--- config.mk ---
export PLATFORM = sky130hd
export DESIGN_NAME = textured_wall_column_mapper
export DESIGN_NICKNAME = d
export VERILOG_FILES = /design/src/sv/twcm_pkg.sv /design/src/sv/twcm_front.sv /design/src/sv/twcm_back.sv /design/src/sv/textured_wall_column_mapper.sv
export SDC_FILE = /design/constraint.sdc
export NUM_CORES = 2
export LEC_CHECK = 0
export BUFFER_PORTS_ARGS = -buffer_cell sky130_fd_sc_hd__buf_4
export CAP_MARGIN = 30
export CORE_ASPECT_RATIO = 1.1
export CORE_MARGIN = 10
export CORE_UTILIZATION = 50
export CTS_BUF_LIST = sky130_fd_sc_hd__clkbuf_4 sky130_fd_sc_hd__clkbuf_8 sky130_fd_sc_hd__clkbuf_16
export DETAILED_ROUTE_END_ITERATION = 7
export PLACE_DENSITY = 0.7
export SYNTH_ARGS = -nofsm -noshare
export SYNTH_HDL_FRONTEND = slang
export SYNTH_SLANG_ARGS = --single-unit
--- constraint.sdc ---
create_clock -name clk -period 16.75 [get_ports clk]
set_input_delay 0.8375 -clock clk [delete_from_list [all_inputs] [get_ports clk]]
set_output_delay 0.8375 -clock clk [all_outputs]
set_load 0.02 [all_outputs]
--- src/sv/twcm_pkg.sv ---
`timescale 1ns / 1ps
`default_nettype none
package twcm_pkg;
  localparam int TEX_WIDTH  = 64;
  localparam int TEX_HEIGHT = 64;
  localparam int TXW = $clog2(TEX_WIDTH);
  localparam int TYW = $clog2(TEX_HEIGHT);
  localparam int QDEPTH = 2;
  localparam int STEP_MAX = 23'h7FFFFF;

  localparam logic [2:0] CFG_WIDTH  = 3'd0;
  localparam logic [2:0] CFG_HEIGHT = 3'd1;
  localparam logic [2:0] CFG_SKY    = 3'd2;
  localparam logic [2:0] CFG_GROUND = 3'd3;
  localparam logic [2:0] CFG_FLATC  = 3'd4;
  localparam logic [2:0] CFG_FLATF  = 3'd5;

  localparam logic [2:0] SRC_SKY     = 3'd0;
  localparam logic [2:0] SRC_CEILTEX = 3'd1;
  localparam logic [2:0] SRC_NORTH   = 3'd2;
  localparam logic [2:0] SRC_FLOOR   = 3'd6;
  localparam logic [2:0] SRC_GROUND  = 3'd7;

  typedef enum logic [1:0] {
    RG_CEIL  = 2'd0,
    RG_WALL  = 2'd1,
    RG_FLOOR = 2'd2
  } region_t;

  typedef enum logic [1:0] {
    ST_IDLE = 2'd0,
    ST_DIV  = 2'd1,
    ST_MUL  = 2'd2
  } bstate_t;

  typedef struct packed {
    logic [10:0] column;
    logic [10:0] row;
    logic        hit_side;
    logic [22:0] pos_x;
    logic [22:0] pos_y;
    logic [17:0] ray_dir_x;
    logic [17:0] ray_dir_y;
    logic [23:0] perp_dist;
    logic [15:0] line_height;
    logic [10:0] draw_start;
    region_t     region;
    logic        start;
  } qitem_t;
endpackage
`default_nettype wire

--- src/sv/twcm_front.sv ---
`timescale 1ns / 1ps
`default_nettype none
module twcm_front import twcm_pkg::*; (
  input  wire logic        clk,
  input  wire logic        rst_n,
  input  wire logic        in_valid,
  output logic             in_stall,
  input  wire logic [10:0] in_column,
  input  wire logic [10:0] in_row,
  input  wire logic        in_hit_side,
  input  wire logic [22:0] in_pos_x,
  input  wire logic [22:0] in_pos_y,
  input  wire logic signed [17:0] in_ray_dir_x,
  input  wire logic signed [17:0] in_ray_dir_y,
  input  wire logic [23:0] in_perp_dist,
  input  wire logic [15:0] in_line_height,
  input  wire logic [10:0] in_draw_start,
  input  wire logic [10:0] in_draw_end,
  output logic             q_valid,
  output qitem_t           q_item,
  input  wire logic        q_pop
);
  qitem_t mem_r [QDEPTH];
  logic [$clog2(QDEPTH)-1:0] wp_r, rp_r;
  logic [$clog2(QDEPTH):0]   cnt_r, cnt_nxt;
  qitem_t it;
  logic push;

  always_comb begin
    it.column      = in_column;
    it.row         = in_row;
    it.hit_side    = in_hit_side;
    it.pos_x       = in_pos_x;
    it.pos_y       = in_pos_y;
    it.ray_dir_x   = in_ray_dir_x;
    it.ray_dir_y   = in_ray_dir_y;
    it.perp_dist   = in_perp_dist;
    it.line_height = in_line_height;
    it.draw_start  = in_draw_start;
    it.start       = (in_row == 11'd0);
    if (in_row < in_draw_start) it.region = RG_CEIL;
    else if (in_row <= in_draw_end) it.region = RG_WALL;
    else it.region = RG_FLOOR;
  end

  assign in_stall = (cnt_r == QDEPTH[$clog2(QDEPTH):0]);
  assign push     = in_valid && !in_stall;
  assign q_valid  = (cnt_r != '0);
  assign q_item   = mem_r[rp_r];
  assign cnt_nxt  = cnt_r + {{$clog2(QDEPTH){1'b0}}, push}
                          - {{$clog2(QDEPTH){1'b0}}, q_pop};

  always_ff @(posedge clk) begin
    if (push) mem_r[wp_r] <= it;
  end

  always_ff @(posedge clk) begin
    if (!rst_n) begin
      wp_r <= '0; rp_r <= '0; cnt_r <= '0;
    end else begin
      if (push) wp_r <= wp_r + 1'b1;
      if (q_pop) rp_r <= rp_r + 1'b1;
      cnt_r <= cnt_nxt;
    end
  end

  a_cnt: assert property (@(posedge clk) disable iff (!rst_n)
    cnt_r <= QDEPTH[$clog2(QDEPTH):0]) else $error("queue overflow");
  a_pop: assert property (@(posedge clk) disable iff (!rst_n)
    q_pop |-> q_valid) else $error("pop of empty queue");
  a_full: assert property (@(posedge clk) disable iff (!rst_n)
    (in_stall && !q_pop) |=> in_stall) else $error("full lost");
endmodule
`default_nettype wire

--- src/sv/twcm_back.sv ---
`timescale 1ns / 1ps
`default_nettype none
module twcm_back import twcm_pkg::*; (
  input  wire logic        clk,
  input  wire logic        rst_n,
  input  wire logic        cfg_we,
  input  wire logic [2:0]  cfg_index,
  input  wire logic [23:0] cfg_data,
  input  wire logic        q_valid,
  input  wire qitem_t      q_item,
  output logic             q_pop,
  output logic             out_valid,
  input  wire logic        out_stall,
  output logic [21:0]      out_fb_address,
  output logic [2:0]       out_source,
  output logic [5:0]       out_tex_x,
  output logic [5:0]       out_tex_y,
  output logic [23:0]      out_flat_color,
  output logic [23:0]      out_depth,
  output logic             out_last
);
  logic [11:0] sw_r, sh_r;
  logic [23:0] sky_r, gnd_r;
  logic        fc_r, ff_r;

  logic [22:0]  step_r;
  logic [31:0]  tpos_r;
  logic [TXW-1:0] wcol_r;
  logic [1:0]   face_r;

  bstate_t st_r, st_nxt;
  logic [4:0]  dcnt_r;
  logic [16:0] rem_r;
  logic [22:0] quo_r;
  logic [15:0] lh_r;
  logic        setup_done;

  always_ff @(posedge clk) begin
    if (!rst_n) begin
      sw_r <= 12'd640; sh_r <= 12'd480; sky_r <= '0; gnd_r <= '0;
      fc_r <= 1'b1; ff_r <= 1'b1;
    end else if (cfg_we) begin
      case (cfg_index)
        CFG_WIDTH:  sw_r  <= cfg_data[11:0];
        CFG_HEIGHT: sh_r  <= cfg_data[11:0];
        CFG_SKY:    sky_r <= cfg_data;
        CFG_GROUND: gnd_r <= cfg_data;
        CFG_FLATC:  fc_r  <= cfg_data[0];
        CFG_FLATF:  ff_r  <= cfg_data[0];
        default: ;
      endcase
    end
  end

  // wall hit fraction
  logic signed [17:0] rdir;
  logic signed [42:0] prod;
  logic [22:0] pos;
  logic [31:0] frac;
  logic [TXW-1:0] colr;
  logic mirror;
  always_comb begin
    rdir  = q_item.hit_side ? q_item.ray_dir_x : q_item.ray_dir_y;
    pos   = q_item.hit_side ? q_item.pos_x : q_item.pos_y;
    prod  = $signed({1'b0, q_item.perp_dist}) * rdir;
    frac  = prod[31:0] + {pos[15:0], 16'd0};
    colr  = frac[31 -: TXW];
    mirror = q_item.hit_side ? q_item.ray_dir_y[17] : !q_item.ray_dir_x[17];
    if (mirror) colr = ~colr;
  end

  // restoring divider, one quotient bit per cycle, MSB first
  localparam logic [22:0] NUM = 23'(TEX_WIDTH << 16);
  logic [16:0] trial;
  always_comb trial = {rem_r[15:0], NUM[dcnt_r]};

  logic signed [16:0] offs;
  logic signed [40:0] pmul;
  always_comb begin
    offs = $signed({6'b0, q_item.draw_start}) - $signed({6'b0, sh_r[11:1]})
         + $signed({2'b0, lh_r[15:1]});
    pmul = offs * $signed({1'b0, quo_r});
  end

  logic busy_fire, fire;
  assign fire = q_valid && (!q_item.start || setup_done) && (!out_valid || !out_stall);
  assign q_pop = fire;

  always_comb begin
    st_nxt = st_r;
    case (st_r)
      ST_IDLE: if (q_valid && q_item.start && !setup_done) st_nxt = ST_DIV;
      ST_DIV:  if (dcnt_r == 5'd0) st_nxt = ST_MUL;
      ST_MUL:  st_nxt = ST_IDLE;
      default: st_nxt = ST_IDLE;
    endcase
  end
  assign busy_fire = (st_r == ST_MUL);

  logic done_r;
  assign setup_done = done_r;

  always_ff @(posedge clk) begin
    if (!rst_n) begin
      st_r <= ST_IDLE; done_r <= 1'b0;
      step_r <= '0; tpos_r <= '0; wcol_r <= '0; face_r <= '0;
      dcnt_r <= '0;
    end else begin
      st_r <= st_nxt;
      case (st_r)
        ST_IDLE: if (q_valid && q_item.start && !done_r) begin
          lh_r   <= (q_item.line_height == 16'd0) ? 16'd1 : q_item.line_height;
          rem_r  <= '0; quo_r <= '0; dcnt_r <= 5'd22;
          wcol_r <= colr;
          face_r <= q_item.hit_side ? (q_item.ray_dir_y[17] ? 2'd0 : 2'd1)
                                    : (q_item.ray_dir_x[17] ? 2'd2 : 2'd3);
        end
        ST_DIV: begin
          if (trial >= {1'b0, lh_r}) begin
            rem_r <= trial - {1'b0, lh_r};
            quo_r <= {quo_r[21:0], 1'b1};
          end else begin
            rem_r <= trial;
            quo_r <= {quo_r[21:0], 1'b0};
          end
          dcnt_r <= dcnt_r - 5'd1;
        end
        ST_MUL: begin
          step_r <= quo_r;
          tpos_r <= pmul[31:0];
          done_r <= 1'b1;
        end
        default: ;
      endcase
      if (fire) begin
        if (q_item.region == RG_WALL || (q_item.region == RG_CEIL && !fc_r)
            || (q_item.region == RG_FLOOR && !ff_r))
          tpos_r <= tpos_r + {9'd0, step_r};
        if (q_item.start) done_r <= 1'b0;
      end
    end
  end

  // output register
  logic [22:0] addr_full;
  always_comb addr_full = {12'd0, q_item.row} * {11'd0, sw_r} + {12'd0, q_item.column};

  logic [2:0]  src_c;
  logic [5:0]  tx_c, ty_c;
  logic [23:0] fcol_c;
  always_comb begin
    src_c  = SRC_SKY;
    tx_c   = 6'(wcol_r);
    ty_c   = 6'(tpos_r[16 +: TYW]);
    fcol_c = '0;
    case (q_item.region)
      RG_CEIL: if (fc_r) begin
        src_c = SRC_SKY; fcol_c = sky_r; tx_c = '0; ty_c = '0;
      end else src_c = SRC_CEILTEX;
      RG_WALL: src_c = SRC_NORTH + {1'b0, face_r};
      default: if (ff_r) begin
        src_c = SRC_GROUND; fcol_c = gnd_r; tx_c = '0; ty_c = '0;
      end else src_c = SRC_FLOOR;
    endcase
  end

  always_ff @(posedge clk) begin
    if (!rst_n) out_valid <= 1'b0;
    else if (fire) out_valid <= 1'b1;
    else if (!out_stall) out_valid <= 1'b0;
  end

  always_ff @(posedge clk) begin
    if (fire) begin
      out_fb_address <= addr_full[21:0];
      out_depth      <= q_item.perp_dist;
      out_last       <= (sh_r != 12'd0) && ({1'b0, q_item.row} == sh_r - 12'd1);
      out_tex_x      <= tx_c;
      out_tex_y      <= ty_c;
      out_flat_color <= fcol_c;
      out_source     <= src_c;
    end
  end

  a_nofire: assert property (@(posedge clk) disable iff (!rst_n)
    (st_r != ST_IDLE) |-> !fire) else $error("item during setup");
  a_done: assert property (@(posedge clk) disable iff (!rst_n)
    busy_fire |=> done_r) else $error("setup not flagged");
  a_hold: assert property (@(posedge clk) disable iff (!rst_n)
    (out_valid && out_stall) |=> out_valid) else $error("result dropped");
endmodule
`default_nettype wire

--- src/sv/textured_wall_column_mapper.sv ---
`timescale 1ns / 1ps
`default_nettype none
// Pixel path: queue, then output register. Row 0 first waits for the
// per-column setup (step divider, one multiply, one issue).
// Throughput: one pixel per cycle within a column while out_stall is low.
// Reset (rst_n sync low): registers to defaults, column state to zero,
// queue and output empty.
module textured_wall_column_mapper import twcm_pkg::*; (
  input  wire logic        clk,
  input  wire logic        rst_n,
  input  wire logic        cfg_we,
  input  wire logic [2:0]  cfg_index,
  input  wire logic [23:0] cfg_data,
  input  wire logic        in_valid,
  output logic             in_stall,
  input  wire logic [10:0] in_column,
  input  wire logic [10:0] in_row,
  input  wire logic        in_hit_side,
  input  wire logic [22:0] in_pos_x,
  input  wire logic [22:0] in_pos_y,
  input  wire logic signed [17:0] in_ray_dir_x,
  input  wire logic signed [17:0] in_ray_dir_y,
  input  wire logic [23:0] in_perp_dist,
  input  wire logic [15:0] in_line_height,
  input  wire logic [10:0] in_draw_start,
  input  wire logic [10:0] in_draw_end,
  output logic             out_valid,
  input  wire logic        out_stall,
  output logic [21:0]      out_fb_address,
  output logic [2:0]       out_source,
  output logic [5:0]       out_tex_x,
  output logic [5:0]       out_tex_y,
  output logic [23:0]      out_flat_color,
  output logic [23:0]      out_depth,
  output logic             out_last
);
  logic   q_valid, q_pop;
  qitem_t q_item;

  twcm_front u_front (
    .clk, .rst_n, .in_valid, .in_stall, .in_column, .in_row, .in_hit_side,
    .in_pos_x, .in_pos_y, .in_ray_dir_x, .in_ray_dir_y, .in_perp_dist,
    .in_line_height, .in_draw_start, .in_draw_end,
    .q_valid, .q_item, .q_pop
  );

  twcm_back u_back (
    .clk, .rst_n, .cfg_we, .cfg_index, .cfg_data,
    .q_valid, .q_item, .q_pop,
    .out_valid, .out_stall, .out_fb_address, .out_source, .out_tex_x,
    .out_tex_y, .out_flat_color, .out_depth, .out_last
  );
endmodule
`default_nettype wire
==> results_tabular.tex <==
\begin{tabular}{lr}
\hline
Metric & Value \\
\hline
\multicolumn{2}{l}{\textbf{Run status}} \\
Outcome & finished, final reports clean \\
\multicolumn{2}{l}{\textbf{Worst setup path}} \\
Worst EP arrival & 11.61 ns \\
Category of the worst setup path launch point & flop \\
Critical path class & reg2reg \\
Worst reg2reg setup slack & 5.63 ns \\
CP Capture Type & flop \\
CP max-delay cell & sky130\_fd\_sc\_hd\_\_xnor2\_1 \\
Largest delay contributor family on the critical path & adder cells \\
Data required time of the critical path & approximately 17 ns \\
Critical path buffers and inverters & 2 \\
Largest incremental delay on the critical path & between 0.6 and 0.7 ns \\
Worst Reg2Reg Path Length in Cells & 39 \\
Critical path peak fanout & approximately 120 \\
Most common cell on crit path & sky130\_fd\_sc\_hd\_\_fa\_1 \\
Reg2Reg Capture Point & u\_back.tpos\_r[21] \\
\multicolumn{2}{l}{\textbf{Logic synthesis}} \\
Gate count of the mapped netlist & 4695 \\
List of most frequent post-synthesis cells & sky130\_fd\_sc\_hd\_\_inv\_1, sky130\_fd\_sc\_hd\_\_nand2\_1, sky130\_fd\_sc\_hd\_\_fa\_1, sky130\_fd\_sc\_hd\_\_edfxtp\_1, sky130\_fd\_sc\_hd\_\_ha\_1 \\
Cell with the most instances after synthesis & sky130\_fd\_sc\_hd\_\_inv\_1 \\
Post-synthesis cell type count & between 70 and 80 \\
Mapped Avg Cell Area & a little over 10 um2 \\
Top area cells in the synthesized netlist & sky130\_fd\_sc\_hd\_\_edfxtp\_1, sky130\_fd\_sc\_hd\_\_fa\_1, sky130\_fd\_sc\_hd\_\_ha\_1 \\
Largest area contributor in the synthesized netlist & sky130\_fd\_sc\_hd\_\_edfxtp\_1 \\
Synthesized net count & 5821 \\
Synth Warn \# & 0 \\
Top flip-flop cell by instance count after synthesis & sky130\_fd\_sc\_hd\_\_edfxtp\_1 \\
Asr flop ratio synth & 0\% \\
EDFF count, synth & 430 \\
Area share of the leading cell type in the synthesized netlist & 26.8\% \\
Count of state elements after synthesis & around 570 \\
Synthesized cell area & between 40000 and 50000 um2 \\
Post-synthesis sequential area ratio & about 33\% \\
\multicolumn{2}{l}{\textbf{CTS}} \\
Setup Fix Bufs, Post-CTS & 0 \\
Longest Clk Path Bufs & 3 \\
Insertion delay of the later-clocked pin in the worst-skew pair & 0.64 ns \\
Sink Count & around 570 \\
Master cell of the clock root buffer & sky130\_fd\_sc\_hd\_\_clkbuf\_16 \\
Number of hold-repair buffers added at the cts stage & 0 \\
CTS buffer count & 67 \\
Clock tree from TritonCTS & done \\
Number of resized instances in the post-cts repair step & 0 \\
H-tree depth & 3 \\
Clock-pin transition on the worst setup and hold timing paths & 0.06 ns \\
\multicolumn{2}{l}{\textbf{Min path}} \\
Startpoint of the lowest-slack hold path & in\_ray\_dir\_x[1] \\
Path type of the worst min-delay path & in2reg \\
Number of cells traversed by the worst hold path & 1 \\
Hold Path End & u\_front.mem\_r[0][73] \\
\multicolumn{2}{l}{\textbf{STA}} \\
Max Freq & about 90 MHz \\
Worst slew margin relative to its limit & roughly a third \\
Total count of hold-check failures in the final report & 0 \\
Part of the cycle the worst path needs & approximately two thirds \\
Pins Over Slew Limit & 0 \\
Number of setup violations in the final report & 0 \\
RSZ-0062 raised after global routing & false \\
Setup TNS after final layout & 0 ns \\
Actual slew at the worst max-slew pin & about 1 ns \\
Worst Skew & around 0.032 ns \\
Tmin final & between 10 and 15 ns \\
Worst hold slack & between 0.3 and 0.4 ns \\
\multicolumn{2}{l}{\textbf{Cells and area}} \\
Total Nets Final & 6022 \\
Area growth syn-to-layout & 12.1\% \\
Fraction of layout cells with a size suffix above 1 & approximately 11\% \\
\multicolumn{2}{l}{\textbf{Die}} \\
Die Y & about 350 um \\
Initial standard-cell utilization of the core & between 50\% and 60\% \\
Die X-Extent & between 300 and 400 um \\
Overall die area & 109000 um2 \\
Num ports & around 290 \\
Core ar. & $\sim$96000 um2 \\
Number of standard-cell rows in the floorplan & 119 \\
\multicolumn{2}{l}{\textbf{Placed design}} \\
Detailed-placement wirelength estimate & 92400 um \\
Number of input and output port buffers inserted & around 270 \\
Placer's final routability congestion estimate & 0.900 \\
\multicolumn{2}{l}{\textbf{Route}} \\
Number of vias per cell after detailed routing & about 5.4 \\
Max Used Layer & met5 \\
Wire per inst & between 15 and 20 um \\
Final WL & $\sim$120000 um \\
Met2 wire length & roughly 60000 um \\
Length of routed wiring on met1 & 48300 um \\
Final routed DRC violation total & 0 \\
Antenna Nets Post-Route & 0 \\
Number of DRC violations after detailed-routing iteration 0 & around 2200 \\
Total vias in the final route & $\sim$33000 \\
Detail Route met3 WL & $\sim$8800 um \\
First drt pass iteration count & 5 \\
\multicolumn{2}{l}{\textbf{Global routing}} \\
Number of global-route vias before repair & 35300 \\
All-layer global routing usage & about 22\% \\
Number of antenna violations at the first check in global routing & 16 \\
Maximum number of pins on one net before global-route repair & 147 \\
First-pass GRT wire length & slightly below 200000 um \\
GRT Residual Overflow & 0 \\
\multicolumn{2}{l}{\textbf{Job}} \\
Count of max-cap constraint violations & 0 \\
\hline
\end{tabular}
==> layout make-up <==
class / count / area [um2]
antenna: 5 / 12.5
clock inverter: 39 / 499
timing repair buffer: 336 / 2620
sequential: 571 / 15700
inverter: 817 / 3070
clock buffer: 83 / 1830
fill: 8158 / 41700
tap: 1270 / 1590
multi-input combinational: 3103 / 28700
==> logic make-up after synthesis <==
group | synth area share, %
AND/OR/NAND/NOR | 12.8
buffers and inverters | 7.98
adder cells (fa/ha/maj) | 33.3
flip-flops | 32.6
AO/OA/AOI/OAI | 7.55
XOR/XNOR | 2.88
multiplexers | 2.80
==> worst register-to-register path, delay by kind of cell (launching register included) <==
family,cells,cell delay [ns]
multiplexers,1,0.44
adder cells (fa/ha/maj),9,3.85
AND/OR/NAND/NOR,6,0.90
XOR/XNOR,10,2.72
buffers and inverters,2,0.64
AO/OA/AOI/OAI,11,1.72
flip-flops,1,0.67
==> layout by cell type (no fill, tap or decap), types with 9 or more instances in the layout <==
cell and n:
sky130_fd_sc_hd__a211oi_1 41, sky130_fd_sc_hd__a21boi_0 100, sky130_fd_sc_hd__a21o_1 37, sky130_fd_sc_hd__a21oi_1 117, sky130_fd_sc_hd__a22o_1 24, sky130_fd_sc_hd__a31oi_1 9, sky130_fd_sc_hd__and2_1 159, sky130_fd_sc_hd__and3_1 20
sky130_fd_sc_hd__buf_4 328, sky130_fd_sc_hd__clkbuf_16 68, sky130_fd_sc_hd__clkbuf_4 13, sky130_fd_sc_hd__clkinv_1 9, sky130_fd_sc_hd__dfxtp_1 140, sky130_fd_sc_hd__edfxtp_1 430, sky130_fd_sc_hd__fa_1 595, sky130_fd_sc_hd__ha_1 332
sky130_fd_sc_hd__inv_1 817, sky130_fd_sc_hd__mux2_2 47, sky130_fd_sc_hd__mux2i_1 82, sky130_fd_sc_hd__nand2_1 773, sky130_fd_sc_hd__nand2b_1 23, sky130_fd_sc_hd__nand3_1 35, sky130_fd_sc_hd__nand4_1 9, sky130_fd_sc_hd__nor2_1 154
sky130_fd_sc_hd__nor2b_1 110, sky130_fd_sc_hd__nor3_1 29, sky130_fd_sc_hd__nor4_1 15, sky130_fd_sc_hd__o211a_1 11, sky130_fd_sc_hd__o211ai_1 18, sky130_fd_sc_hd__o21a_1 26, sky130_fd_sc_hd__o21ai_0 75, sky130_fd_sc_hd__o31ai_1 9
sky130_fd_sc_hd__or2_2 9, sky130_fd_sc_hd__xnor2_1 103, sky130_fd_sc_hd__xor2_1 31
==> worst max-delay path by stage <==
stage                     startpoint           endpoint  cells past startpoint
final                           flop  u_back.tpos_r[21]                     39
after CTS                       flop  u_back.tpos_r[21]                     39
after global routing            flop  u_back.tpos_r[21]                     41
after detailed placement        flop  u_back.tpos_r[21]                     39
after global placement          flop  u_back.tpos_r[21]                     39
after floorplan                 flop  u_back.tpos_r[21]                     48
==> sequential cells by signal, summed over array words and instances (netlist names), 16 cells and up, named ones only <==
register,count
u_back.tpos_r,22
u_back.step_r,22
u_back.out_flat_color,24
u_back.out_depth,24
u_back.lh_r,16
u_back.sky_r,24
u_back.quo_r,22
u_back.out_fb_address,22
u_back.rem_r,16
u_back.gnd_r,24
u_front.mem_r,290
==> layer usage <==
metal | up-vias | global-route usage, %
met2 | 1008 | 37.9
met4 | 14 | 8.31
met3 | 249 | 4.81
li1 | 15400 | -
met1 | 16700 | 27.7
met5 | - | 0
==> through the flow <==
| step | cell area (um2) | setup WS (ns) | cells | utilization, % |
|---|---|---|---|---|
| finish | 54100 | 5.63 | 6224 | 56.5 |
| global route | 54100 | 4.97 | 6223 | 56.5 |
| detailed placement | 51700 | 5.64 | 6096 | 54.0 |
| floorplan | 48200 | 5.16 | 4695 | - |
| global placement | 51600 | 5.76 | 6086 | 53.9 |
| CTS | 54000 | 5.60 | 6218 | 56.4 |
Power is left out: the tool's default activity adds up to more than one toggle a clock period on the data nets, which glitch-free logic cannot reach.
